## src/hw/rtl/gfq_pkg.sv

```systemverilog
// Shared types and constants for the gamepad frame qualifier.
package gfq_pkg;

  localparam int FRAME_W = 64;
  localparam int BTN_W = 12;
  localparam int AXIS_W = 8;
  localparam int OUT_DATA_W = 64;
  localparam int CFG_ADDR_W = 3;
  localparam int CFG_DATA_W = 32;

  localparam logic [AXIS_W-1:0] FAIL_THRESHOLD_RST = 8'd30;
  localparam logic [AXIS_W-1:0] STICK_MID = 8'd128;
  localparam logic [AXIS_W-1:0] COUNT_MAX = 8'd255;

  localparam logic [CFG_ADDR_W-1:0] REG_FAIL_THRESHOLD = 3'd0;

  localparam logic KIND_NORMAL = 1'b0;
  localparam logic KIND_RELEASE = 1'b1;

  typedef struct packed {
    logic [AXIS_W-1:0] lx;
    logic [AXIS_W-1:0] ly;
    logic [AXIS_W-1:0] rx;
    logic [AXIS_W-1:0] ry;
  } gfq_axes_t;

  typedef struct packed {
    logic              invalid;
    logic [BTN_W-1:0]  buttons;
    gfq_axes_t         raw;
    gfq_axes_t         sticks;
    logic [AXIS_W-1:0] lt;
    logic [AXIS_W-1:0] rt;
  } gfq_frame_t;

endpackage

```

## src/hw/rtl/gfq_decode.sv

```systemverilog
// Frame check, button mapping and stick centring for one raw frame.
module gfq_decode (
  input  logic [gfq_pkg::FRAME_W-1:0] frame,
  input  gfq_pkg::gfq_axes_t          centers,
  input  logic                        calibrated,
  output gfq_pkg::gfq_frame_t         dec
);
  import gfq_pkg::*;

  logic [FRAME_W-1:0] inv;
  gfq_axes_t          ctr;
  logic [AXIS_W-1:0]  clx;
  logic [AXIS_W-1:0]  cly;
  logic [AXIS_W-1:0]  crx;
  logic [AXIS_W-1:0]  cry;

  function automatic logic [AXIS_W-1:0] center_clamp(input logic [AXIS_W-1:0] raw,
                                                     input logic [AXIS_W-1:0] ctr_val);
    logic signed [AXIS_W+1:0] v;
    begin
      v = $signed({2'b00, raw}) - $signed({2'b00, ctr_val}) + $signed({2'b00, STICK_MID});
      if (v < 0) begin
        center_clamp = '0;
      end else if (v > $signed({2'b00, COUNT_MAX})) begin
        center_clamp = COUNT_MAX;
      end else begin
        center_clamp = v[AXIS_W-1:0];
      end
    end
  endfunction

  assign inv = ~frame;

  always_comb begin
    dec = '0;
    dec.invalid = (frame == '0) || (frame == '1);
    dec.buttons = {inv[13], inv[12], inv[10], inv[8], inv[7:0]};
    dec.raw.lx = inv[23:16];
    dec.raw.ly = inv[31:24];
    dec.raw.rx = inv[39:32];
    dec.raw.ry = inv[47:40];
    dec.lt = inv[55:48];
    dec.rt = inv[63:56];
    ctr = calibrated ? centers : dec.raw;
    clx = center_clamp(dec.raw.lx, ctr.lx);
    cly = center_clamp(dec.raw.ly, ctr.ly);
    crx = center_clamp(dec.raw.rx, ctr.rx);
    cry = center_clamp(dec.raw.ry, ctr.ry);
    dec.sticks.lx = clx;
    dec.sticks.ly = ~cly;
    dec.sticks.rx = crx;
    dec.sticks.ry = ~cry;
  end

endmodule

```

## src/hw/rtl/gamepad_frame_qualifier.sv

```systemverilog
// Top level of the gamepad frame qualifier: frame register, state and report register.
//
// The input stream carries one raw 64-bit active-low controller frame per transfer.
// Each frame is taken into an input register, checked and decoded by short logic,
// and its report, if any, is written into the output register. A new frame is
// accepted in every cycle while the output side keeps up: one frame per cycle sustained.
// A frame of all ones or all zeros counts as a failure; once the failure count
// reaches fail_threshold while connected, one release-all report (tuser high,
// no buttons, sticks at 128, triggers at 0) is sent. Valid frames report only
// when the buttons or sticks change; the first valid frame after reset or a
// disconnect captures the stick centres.
// When the receiver stalls, the report waits in the output register, the frame
// behind it waits in the input register, and in_tready falls only then or in reset.
// Reset clears control state, not data registers, and sets fail_threshold to 30. The user
// sets it through the APB port at address 0 only while idle; the block does not enforce it.
module gamepad_frame_qualifier (
  input  logic                             clk,
  input  logic                             rst_n,
  input  logic                             in_tvalid,
  output logic                             in_tready,
  input  logic [gfq_pkg::FRAME_W-1:0]      in_tdata,   // raw_frame[63:0]
  output logic                             out_tvalid,
  input  logic                             out_tready,
  output logic [gfq_pkg::OUT_DATA_W-1:0]   out_tdata,  // button_bits[11:0], left_x, left_y,
                                                       // right_x, right_y, left_trigger,
                                                       // right_trigger, 4 zero bits
  output logic                             out_tuser,  // report_kind
  input  logic                             cfg_psel,
  input  logic                             cfg_penable,
  input  logic                             cfg_pwrite,
  input  logic [gfq_pkg::CFG_ADDR_W-1:0]   cfg_paddr,
  input  logic [gfq_pkg::CFG_DATA_W-1:0]   cfg_pwdata,
  output logic [gfq_pkg::CFG_DATA_W-1:0]   cfg_prdata,
  output logic                             cfg_pready
);
  import gfq_pkg::*;

  logic                  in_valid_r;
  logic [FRAME_W-1:0]    frame_r;
  logic [AXIS_W-1:0]     thr_r;
  logic                  conn_r;
  logic                  cal_r;
  logic [AXIS_W-1:0]     cnt_r;
  gfq_axes_t             ctr_r;
  logic [BTN_W-1:0]      last_btn_r;
  gfq_axes_t             last_stk_r;
  logic                  known_r;
  logic                  out_valid_r;
  logic                  out_kind_r;
  logic [OUT_DATA_W-1:0] out_data_r;

  logic                  conn_nxt;
  logic                  cal_nxt;
  logic [AXIS_W-1:0]     cnt_nxt;
  gfq_axes_t             ctr_nxt;
  logic [BTN_W-1:0]      last_btn_nxt;
  gfq_axes_t             last_stk_nxt;
  logic                  known_nxt;
  logic                  emit;
  logic                  emit_kind;
  logic [OUT_DATA_W-1:0] emit_data;

  logic                  advance;
  logic                  cfg_wr;
  logic [AXIS_W-1:0]     cnt_inc;
  gfq_frame_t            dec;

  gfq_decode u_decode (
    .frame      (frame_r),
    .centers    (ctr_r),
    .calibrated (cal_r),
    .dec        (dec)
  );

  assign advance = in_valid_r && (!out_valid_r || out_tready);
  assign in_tready = rst_n && (!in_valid_r || advance);
  assign cfg_pready = 1'b1;
  assign cfg_wr = cfg_psel && cfg_penable && cfg_pwrite && cfg_pready &&
                  (cfg_paddr[CFG_ADDR_W-1:2] == REG_FAIL_THRESHOLD[CFG_ADDR_W-1:2]);
  assign cfg_prdata = (cfg_paddr[CFG_ADDR_W-1:2] == REG_FAIL_THRESHOLD[CFG_ADDR_W-1:2]) ?
                      {{(CFG_DATA_W-AXIS_W){1'b0}}, thr_r} : '0;
  assign cnt_inc = (cnt_r == COUNT_MAX) ? cnt_r : cnt_r + 8'd1;

  assign out_tvalid = out_valid_r;
  assign out_tdata = out_data_r;
  assign out_tuser = out_kind_r;

  always_comb begin
    conn_nxt = conn_r;
    cal_nxt = cal_r;
    cnt_nxt = cnt_r;
    ctr_nxt = ctr_r;
    last_btn_nxt = last_btn_r;
    last_stk_nxt = last_stk_r;
    known_nxt = known_r;
    emit = 1'b0;
    emit_kind = KIND_NORMAL;
    emit_data = '0;
    if (dec.invalid) begin
      cnt_nxt = cnt_inc;
      if ((cnt_inc >= thr_r) && conn_r) begin
        conn_nxt = 1'b0;
        cal_nxt = 1'b0;
        last_btn_nxt = '0;
        last_stk_nxt = '0;
        known_nxt = 1'b1;
        emit = 1'b1;
        emit_kind = KIND_RELEASE;
        emit_data = {4'b0, 8'd0, 8'd0, STICK_MID, STICK_MID, STICK_MID, STICK_MID,
                     {BTN_W{1'b0}}};
      end
    end else begin
      cnt_nxt = '0;
      conn_nxt = 1'b1;
      if (!cal_r) begin
        ctr_nxt = dec.raw;
        cal_nxt = 1'b1;
      end
      if (!known_r || (dec.buttons != last_btn_r) || (dec.sticks != last_stk_r)) begin
        last_btn_nxt = dec.buttons;
        last_stk_nxt = dec.sticks;
        known_nxt = 1'b1;
        emit = 1'b1;
        emit_kind = KIND_NORMAL;
        emit_data = {4'b0, dec.rt, dec.lt, dec.sticks.ry, dec.sticks.rx, dec.sticks.ly,
                     dec.sticks.lx, dec.buttons};
      end
    end
  end

  always_ff @(posedge clk) begin
    if (!rst_n) begin
      in_valid_r <= 1'b0;
      thr_r <= FAIL_THRESHOLD_RST;
      conn_r <= 1'b0;
      cal_r <= 1'b0;
      cnt_r <= '0;
      ctr_r <= '0;
      last_btn_r <= '0;
      last_stk_r <= '0;
      known_r <= 1'b0;
      out_valid_r <= 1'b0;
      out_kind_r <= KIND_NORMAL;
    end else begin
      if (cfg_wr) begin
        thr_r <= cfg_pwdata[AXIS_W-1:0];
      end
      if (in_tready) begin
        in_valid_r <= in_tvalid;
      end
      if (advance) begin
        conn_r <= conn_nxt;
        cal_r <= cal_nxt;
        cnt_r <= cnt_nxt;
        ctr_r <= ctr_nxt;
        last_btn_r <= last_btn_nxt;
        last_stk_r <= last_stk_nxt;
        known_r <= known_nxt;
      end
      if (advance && emit) begin
        out_valid_r <= 1'b1;
        out_kind_r <= emit_kind;
      end else if (out_tready) begin
        out_valid_r <= 1'b0;
      end
    end
  end

  always_ff @(posedge clk) begin
    if (in_tready && in_tvalid) begin
      frame_r <= in_tdata;
    end
    if (advance && emit) begin
      out_data_r <= emit_data;
    end
  end

endmodule

```

## config.mk

```make
export PLATFORM = sky130hd
export DESIGN_NAME = gamepad_frame_qualifier
export DESIGN_NICKNAME = d
export VERILOG_FILES = /design/src/hw/rtl/gfq_pkg.sv /design/src/hw/rtl/gfq_decode.sv /design/src/hw/rtl/gamepad_frame_qualifier.sv
export SDC_FILE = /design/constraint.sdc
export NUM_CORES = 1
export LEC_CHECK = 0
export BUFFER_PORTS_ARGS = -buffer_cell sky130_fd_sc_hd__buf_2
export CORE_ASPECT_RATIO = 0.5
export CORE_MARGIN = 10
export CORE_UTILIZATION = 57
export CTS_CLUSTER_DIAMETER = 100
export DETAILED_ROUTE_END_ITERATION = 12
export GPL_ROUTABILITY_DRIVEN = 0
export PLACE_DENSITY = 0.85
export SKIP_LAST_GASP = 1
export SLEW_MARGIN = 30
export SYNTH_ARGS = -nofsm -noshare
export SYNTH_HDL_FRONTEND = slang
export SYNTH_HIERARCHICAL = 1
export SYNTH_SLANG_ARGS = --single-unit
```

## constraint.sdc

```tcl
create_clock -name clk -period 6.9 [get_ports clk]
set_input_delay 0.69 -clock clk [delete_from_list [all_inputs] [get_ports clk]]
set_output_delay 0.69 -clock clk [all_outputs]
set_load 0.01 [all_outputs]
```

* Word level (Yosys, flattened, before mapping)
Cells that the tools add are included.
Word-level totals: register bits 225, latch bits 0, bits in writable memories 0, memory bits (read-only) 0, bits of input ports 106, output and inout bits 100, word-level logic and storage cells 100, memories 0
Operators by class: add/sub/neg operators 9, multiply operators 0, divide/modulo/power cells 0, $lt $le $gt $ge 9, equality and inequality tests 5, shift operators 0, mux-type cells 32, bitwise logic cells 5, reductions and logical operators 22
Operator list (number):
- $mux 32 | 4
- $mux 8 | 11
- $eq 64x64->1 const B | 1
- $logic_not 64->1 | 1
- $mux 64 | 1
- $not 64->64 | 1
- $mux 60 | 1
- $mux 44 | 1
- $add 9x9->10 const B | 4
- $gt 10x9->1 const B | 4
- $lt 10x1->1 const B | 4
- $mux 12 | 3
- $sub 8x8->9 | 4
- $ne 32x32->1 | 1
- $not 8->8 | 2
- $ne 12x12->1 | 1
- $mux 1 | 11
- $add 8x1->8 const B | 1
- $eq 8x8->1 const B | 1
- $ge 8x8->1 | 1
- $logic_and 1x1->1 | 8
- $logic_or 1x1->1 | 5
- $reduce_and 2->1 | 2
- $reduce_bool 2->1 | 2
- other kinds (4) | 7

* Longest topological paths before layout
Gate-level depths: netlist of run 1.
word-level depth 14, depth in mapped cells 22, gate-level depth less buffers 19

* Modules after synthesis
Netlist of run 1, hierarchy kept.
Modules (own cells, without submodules):
- gamepad_frame_qualifier | instances 1, cells each 782, area an instance 9153.8 um^2, seq. area each 5665.4 um^2
- gfq_decode | instances 1, cells each 405, area an instance 2722.6 um^2, seq. area each 0.0 um^2

* Least setup slack after synthesis of run 1
Ideal clock, no wire load.
path type register to register, start register cal_r, end register out_data_r[0], in the netlist out_tdata[0] (enable), setup time 0.369 ns, arrival 4.808 ns, data required time 6.531 ns, slack 1.723 ns, stages on the path, launching flop included 22, buffers on the path 5, period minus slack after synthesis 5.177 ns, cell sequence dfxtp_1 -> clkbuf_1 -> clkbuf_1 -> mux2i_1 -> ha_1 -> a21oi_1 -> a21boi_0 -> o311a_1 -> o21a_1 -> nor2_1 -> ha_1 -> clkbuf_1 -> xor2_1 -> mux2i_1 -> mux2_2 -> xnor2_1 -> nand4_1 -> nor4_1 -> a41o_1 -> buf_4 -> a21oi_4 -> buf_6
RTL lines:
- start, declared | line gamepad_frame_qualifier.sv:42 | logic cal_r;
- start signal, assigned | line gamepad_frame_qualifier.sv:153 | cal_r <= cal_nxt;
- end signal, assigned | line gamepad_frame_qualifier.sv:174 | out_data_r <= emit_data;
- end, declared | line gamepad_frame_qualifier.sv:50 | logic [OUT_DATA_W-1:0] out_data_r;

==> results.md, run 1 <==
* Reg2Reg Launch Point: cal_r$_SDFFE_PN0P_
* Run status: finished, final reports clean
* Post-synthesis area per instance at 10.0 µm²
* Routed wl met2 at 14.2 mm
* Final Cycle Share at 85.4%
* Number of global-route vias before repair at 8970
* Total Nets Final at 1480
* Detail Placement HPWL at 23.1 mm
* Comb power frac at 21.5%
* Cells after Synth at 1187
* CP endpoint kind: flop
* Sequential fraction of the synthesis area at 47.7%
* Mapped Area at 11900 µm²
* First-pass detailed-route iteration total at 6
* Core ar. at 20500 µm²
* CP max stage cell: dfxtp_2
* Initial Util at 57.9%
* CP Launch Type: flop
* Fill cell count at 1573
* Clock Path Buffers at 3
* Yosys cell types at 75
* I/O pin cnt at 206
* Final max-slew violation count at 0
* Minimum clock period at 5.89 ns
* Pre-CTS worst setup slack at 1.17 ns
* Sink Count at 221
* Initial antenna violation count at 0
* DRT antenna net count at 0
* Clock latency on the worst-skew pair at 0.51 ns
* Clock power frac at 34.5%
* Final Non-Filler Cells at 1608
* Min-Delay Endpoint: frame_r[54]$_DFFE_PP_
* Register area at 5670 µm²
* Max layer used: met4
* Dpl cells at 1569
* CP max FO at 44
* DRC at 0
* CTS Buf Count at 21
* Worst-path cell chain: buf_4 > mux2_2 > fa_1 > o21ai_0 > a41o_1 > o31ai_1 > nor4_1 > xnor2_1 > nand3_1 > nor4_1 > a41o_1 > a21oi_4 > buf_12
* Total gr overflow at 0
* CP peak stage delay at 0.80 ns
* Syn. warnings at 6
* Setup ws final at 1.01 ns
* Vias at 9351
* Root Buffer: clkbuf_16
* Max_cap viols at 0
* First-pass GRT wire length at 48.0 mm
* CP Buf/Inv Count at 2
* Metal3 WL at 2.38 mm
* Worst Hold Launch: in_tdata[54]
* RSZ-0062 raised after global routing: no
* Max Fclk at 170 MHz
* Iter 0 DRT Violations at 998
* Cell Pwr Density at 261 nW/µm²
* Die H at 122 µm
* WL per Instance at 19.3 µm
* CP required at 7.09 ns
* DRT Wirelength at 31.0 mm
* Hold WC Path Type: in2reg
* Tot Pwr at 3.50 mW
* Layout cells sized above 1 at 20.5%
* Layout area overhead at 13.1%
* Switching power at 1.06 mW
* # hold bufs at CTS at 0
* Largest net degree at the start of global routing at 65
* Die Wd at 224 µm
* Tot GR Track Use at 21.8%
* Top_reg_cell synth: edfxtp_1
* Clock slew seen by the registers of the worst setup and hold paths at 0.07 ns
* Rows at 37
* Final core occ at 65.5%
* Multi-input logic area at 5370 µm²
* CTS tree: yes
* Int Power at 2.44 mW
* Post-CTS setup repair buffer count at 0
* Relative slew slack at 38.5%
* Synth async-reset ratio at 0%
* WHS Path Cells at 1
* Yosys reg bits at 221
* Sequential share of power at 44.0%
* CTS H-Tree Depth at 1
* Switching share of power at 30.2%
* Final setup TNS at 0 ns
* PostCTS Resize Cnt at 0
* Setup violations, final at 0
* Crit Path Class: reg2reg
* EDFF count, synth at 124
* RR Endpoint: out_tdata[10]$_SDFFCE_PP0P_
* Static leakage at 5.54 nW
* Met1 wire length at 13.6 mm
* FF-to-FF setup slack at 1.01 ns
* Final hold violations at 0
* R2R depth at 13
* DIE AREA at 27400 µm²
* Vias per cell at 5.82
* Final Skew at 0.0146 ns
* Slew @ Worst Pin at 0.920 ns
* Worst EP arrival at 6.08 ns
* Port Buf Inserts at 150
* CP delay by family, top: compound AO/OA/AOI/OAI gates
* Peak VDD IR at 0.158 mV
how the worst max path moves through the flow:
stage / from / endpoint / cells past startpoint
global placement: cal_r$_SDFFE_PN0P_ / out_tdata[1]$_SDFFCE_PP0P_ / 18
global route: cal_r$_SDFFE_PN0P_ / last_btn_r[3]$_SDFFE_PN0P_ / 20
CTS: cal_r$_SDFFE_PN0P_ / out_tdata[3]$_SDFFCE_PP0P_ / 18
finish: cal_r$_SDFFE_PN0P_ / out_tdata[10]$_SDFFCE_PP0P_ / 13
detailed placement: cal_r$_SDFFE_PN0P_ / out_tdata[3]$_SDFFCE_PP0P_ / 18
floorplan: cal_r$_SDFFE_PN0P_ / out_tdata[0]$_SDFFCE_PP0P_ / 21
flip-flops by register name (all words and copies together), names as in the netlist:
register and count:
frame_r 64, out_tdata 60, ctr_r 32, last_stk_r 32, last_btn_r 12, cnt_r 8
thr_r 8, cal_r 1, in_valid_r 1, known_r 1, out_tuser 1, out_tvalid 1
cell families (layout without fill, tap and decap cells):
logic type	count (synthesis)	in the layout	synth area share, %
muxes	28	28	2.45
and+or+nand+nor	399	399	16.8
xor gates and xnor gates	59	59	4.35
adders and majority gates	56	56	6.14
AOI/OAI and AO/OA	218	218	14.6
buffers and inverters	204	324	7.96
DFF	221	221	47.7
other	2	30	0.0632
per-layer routing:
metal | vias to the layer above | track usage, %
li1 | 4363 | -
met3 | 85 | 3.84
met4 | 0 | 6.59
met5 | - | 0
met1 | 4464 | 29.4
met2 | 439 | 35.4
layout by cell type (no fill, tap or decap), types with 40 or more instances in the layout:
cell and count:
ha_1 51, nand2_1 139, xnor2_1 51, a21oi_1 49, nor2_1 85, a21boi_0 44, buf_2 150, o22ai_2 40
inv_1 124, dfxtp_1 96, edfxtp_1 124
cell usage after synthesis (4+ instances only):
master    instances  area share, %
a21boi_0         44            2.8
xnor2_1          51            3.8
a31oi_1           5           0.26
buf_6             8           0.76
nand2_1         139            4.4
nand3_1          13           0.55
nand2b_1         18           0.95
nor3_1           11           0.46
dfxtp_1          97             16
mux2i_1          19            1.6
buf_4            30            1.9
o22ai_2          40            4.2
nand4b_1          4           0.29
o21ai_0          21           0.88
xor2_1            8           0.59
fa_1              4           0.67
o22ai_1           6           0.32
o211ai_1          7           0.44
nand4_1          37            1.9
a21o_1            5           0.32
o21a_1           11           0.70
nor2b_1          12           0.63
inv_1           124            3.9
ha_1             51            5.4
buf_2             6           0.25
nand3b_1          5           0.32
a21oi_1          49            2.1
nor4_1           29            1.5
and2_1            6           0.32
and3_1           19            1.0
edfxtp_1        124             31
mux2_2            9           0.85
nor2_1           86            2.7
clkbuf_1         31           0.98
power by group through the flow:
stage	clock network, mW	registers, mW	logic, mW
CTS	1.22	1.54	0.734
detailed placement	0	1.57	0.726
global route	1.27	1.55	0.816
global placement	0	1.57	0.697
finish	1.21	1.54	0.752
floorplan	0	1.57	0.523
cell type report:
type / instances / area share (%)
diodes: 1 / 0.0186
repair buffers: 160 / 6.43
inverters: 126 / 3.52
clock inverters: 13 / 1.15
well taps: 273 / 2.54
multi-input cells: 789 / 40.0
clock buffers: 25 / 4.17
flip-flops and latches: 221 / 42.2
per-stage QoR:
step / cell area, µm² / hold slack [ns]
CTS: 13400 / 0.337
detailed placement: 12700 / 0.458
finish: 13400 / 0.347
floorplan: 12000 / 0.440
global route: 13400 / 0.332
global placement: 12700 / 0.447
Note: power is estimated with default switching activity, not from simulation.
==> run 2: changes to the inputs <==
--- a/config.mk
+++ b/config.mk
@@ -12,7 +12,7 @@
 export CTS_CLUSTER_DIAMETER = 100
 export DETAILED_ROUTE_END_ITERATION = 12
 export GPL_ROUTABILITY_DRIVEN = 0
-export PLACE_DENSITY = 0.85
+export PLACE_DENSITY = 0.81
 export SKIP_LAST_GASP = 1
 export SLEW_MARGIN = 30
 export SYNTH_ARGS = -nofsm -noshare
==> run 2 against run 1 <==
Net effect:
- core utilization down 0.44 points
- critical endpoint is now last_btn_r[11]$_SDFFE_PN0P_
- critical path depth up 7
- first-iteration DRC count down 14%
- total power down 3.3%
- global-route usage down 0.11 points
- sequential cell count unchanged
- die area unchanged
- largest power group unchanged
- clock-buffer cell count down 3
==> results.md, run 2 (synthesis results as in run 1) <==
* Run status: finished, final reports clean
* Pre-CTS worst setup slack at 1.51 ns
* Die Wd at 224 µm
* Vias per cell at 5.71
* GR Util met1 at 30.1%
* Register area at 5670 µm²
* Switching share of power at 30.1%
* Initial antenna violation count at 1
* Min-Delay Endpoint: frame_r[47]$_DFFE_PP_
* Tot Pwr at 3.39 mW
* Sink Count at 221
* GRT busiest layer: met2
* FF-to-FF setup slack at 1.36 ns
* CTS tree: yes
* Max_cap viols at 0
* Root Buffer: clkbuf_16
* DRT antenna net count at 0
* Reg2Reg Launch Point: cal_r$_SDFFE_PN0P_
* Dpl cells at 1570
* I/O pin cnt at 206
* CP endpoint kind: flop
* M2 GR Usage at 33.0%
* Clock latency on the worst-skew pair at 0.50 ns
* ANT cells at 0
* Multi-input logic area at 5370 µm²
* Final Non-Filler Cells at 1606
* Crit Path Class: reg2reg
* Vias at 9176
* Rows at 37
* Detail Placement HPWL at 23.4 mm
* Worst EP arrival at 5.92 ns
* Layout cells sized above 1 at 20.1%
* Port Buf Inserts at 150
* DRC at 0
* Die H at 122 µm
* Core ar. at 20500 µm²
* Iter 0 DRT Violations at 855
* CTS H-Tree Depth at 1
* First-pass detailed-route iteration total at 6
* Post-CTS setup repair buffer count at 0
* CTS Buf Count at 20
* DIE AREA at 27400 µm²
* Worst Hold Launch: in_tdata[47]
* Slew @ Worst Pin at 0.826 ns
* R2R depth at 20
* RR Endpoint: last_btn_r[11]$_SDFFE_PN0P_
* Final max-slew violation count at 0
* Setup violations, final at 0
* GR Layer Usage met3 at 5.23%
* Hold WC Path Type: in2reg
* Clock Path Buffers at 3
* Final Skew at 0.0103 ns
* WL per Instance at 19.4 µm
* Static leakage at 5.49 nW
* Total Nets Final at 1480
* Largest reg by FF count: frame_r
* Clock power frac at 32.4%
* RSZ-0062 raised after global routing: no
* Final setup TNS at 0 ns
* Comb power frac at 22.2%
* Minimum clock period at 5.54 ns
* Peak VDD IR at 0.173 mV
* Largest net degree at the start of global routing at 67
* PostCTS Resize Cnt at 0
* Cell Pwr Density at 254 nW/µm²
* Largest register FFs at 64
* Switching power at 1.02 mW
* Final hold violations at 0
* CP Launch Type: flop
* Relative slew slack at 45.0%
* Initial Util at 57.9%
* Max Fclk at 180 MHz
* Total gr overflow at 0
* First-pass GRT wire length at 47.8 mm
* Int Power at 2.37 mW
* Fill cell count at 1649
* CP max FO at 23
* Commonest non-fill, non-tap cell in the layout: buf_2
* Layout area overhead at 12.4%
* Setup ws final at 1.36 ns
* Critical path origin: cal_r$_SDFFE_PN0P_
* CP required at 7.27 ns
* Tot GR Track Use at 21.7%
* Final Cycle Share at 80.4%
* Clock slew seen by the registers of the worst setup and hold paths at 0.07 ns
* Sequential share of power at 45.5%
* DRT Wirelength at 31.2 mm
* WHS Path Cells at 1
* Number of global-route vias before repair at 8855
* # hold bufs at CTS at 0
* Commonest cells after routing, fill and taps aside: buf_2, nand2_1, inv_1, edfxtp_1, dfxtp_1
-- run 2: worst max-delay path by stage --
stage / slack, ns / endpoint / cells past startpoint
finish: 1.36 / last_btn_r[11]$_SDFFE_PN0P_ / 20
global route: 1.07 / last_stk_r[6]$_SDFFE_PN0P_ / 20
global placement: 1.60 / last_stk_r[4]$_SDFFE_PN0P_ / 20
floorplan: 1.72 / out_tdata[0]$_SDFFCE_PP0P_ / 21
detailed placement: 1.51 / last_btn_r[11]$_SDFFE_PN0P_ / 20
CTS: 1.47 / last_btn_r[11]$_SDFFE_PN0P_ / 20
-- run 2: area by class of cell --
class | count | share of cell area (%)
Sequential cell | 221 | 42.5
Multi-Input combinational cell | 789 | 40.3
Timing Repair Buffer | 161 | 6.43
Clock buffer | 22 | 3.97
Inverter | 126 | 3.54
Tap cell | 273 | 2.56
Clock inverter | 14 | 0.778
-- run 2: per-layer routing --
metal	wire length, µm	part of all wire [%]
met1	14000	45
met2	13700	44
met3	2620	8.4
met4	873	2.8
met5	12	0.039
-- run 2: stage by stage --
| stage | util [%] | cell area (µm²) | hold slack [ns] |
|---|---|---|---|
| finish | 65.1 | 13300 | 0.357 |
| detailed placement | 62.0 | 12700 | 0.458 |
| global placement | 62.0 | 12700 | 0.448 |
| CTS | 65.1 | 13300 | 0.351 |
| floorplan | - | 12000 | 0.440 |
| global route | 65.1 | 13300 | 0.346 |
-- run 2: power by group through the flow --
| stage | Sequential (mW) | Clock (mW) | Combinational, mW |
|---|---|---|---|
| 2_1_floorplan | 1.57 | 0 | 0.523 |
| 3_3_place_gp | 1.57 | 0 | 0.704 |
| 3_5_place_dp | 1.57 | 0 | 0.729 |
| 4_1_cts | 1.54 | 1.11 | 0.737 |
| 5_1_grt | 1.55 | 1.16 | 0.818 |
| 6_report | 1.54 | 1.10 | 0.751 |
-- run 2: worst max-delay path, cell delays in order (launching register included) --
cell and delay, ns:
dfxtp_2 0.51, buf_4 0.36, mux2i_1 0.29, ha_1 0.31
a21oi_1 0.20, a21boi_0 0.15, o311a_1 0.35, o21a_1 0.18
nor2_1 0.10, ha_1 0.32, xor2_1 0.24, mux2i_1 0.11
mux2_2 0.34, xnor2_1 0.21, nand4_1 0.12, nor4_1 0.43
nand4_2 0.15, buf_4 0.23, nand3_4 0.36, buf_4 0.34
o22ai_2 0.11
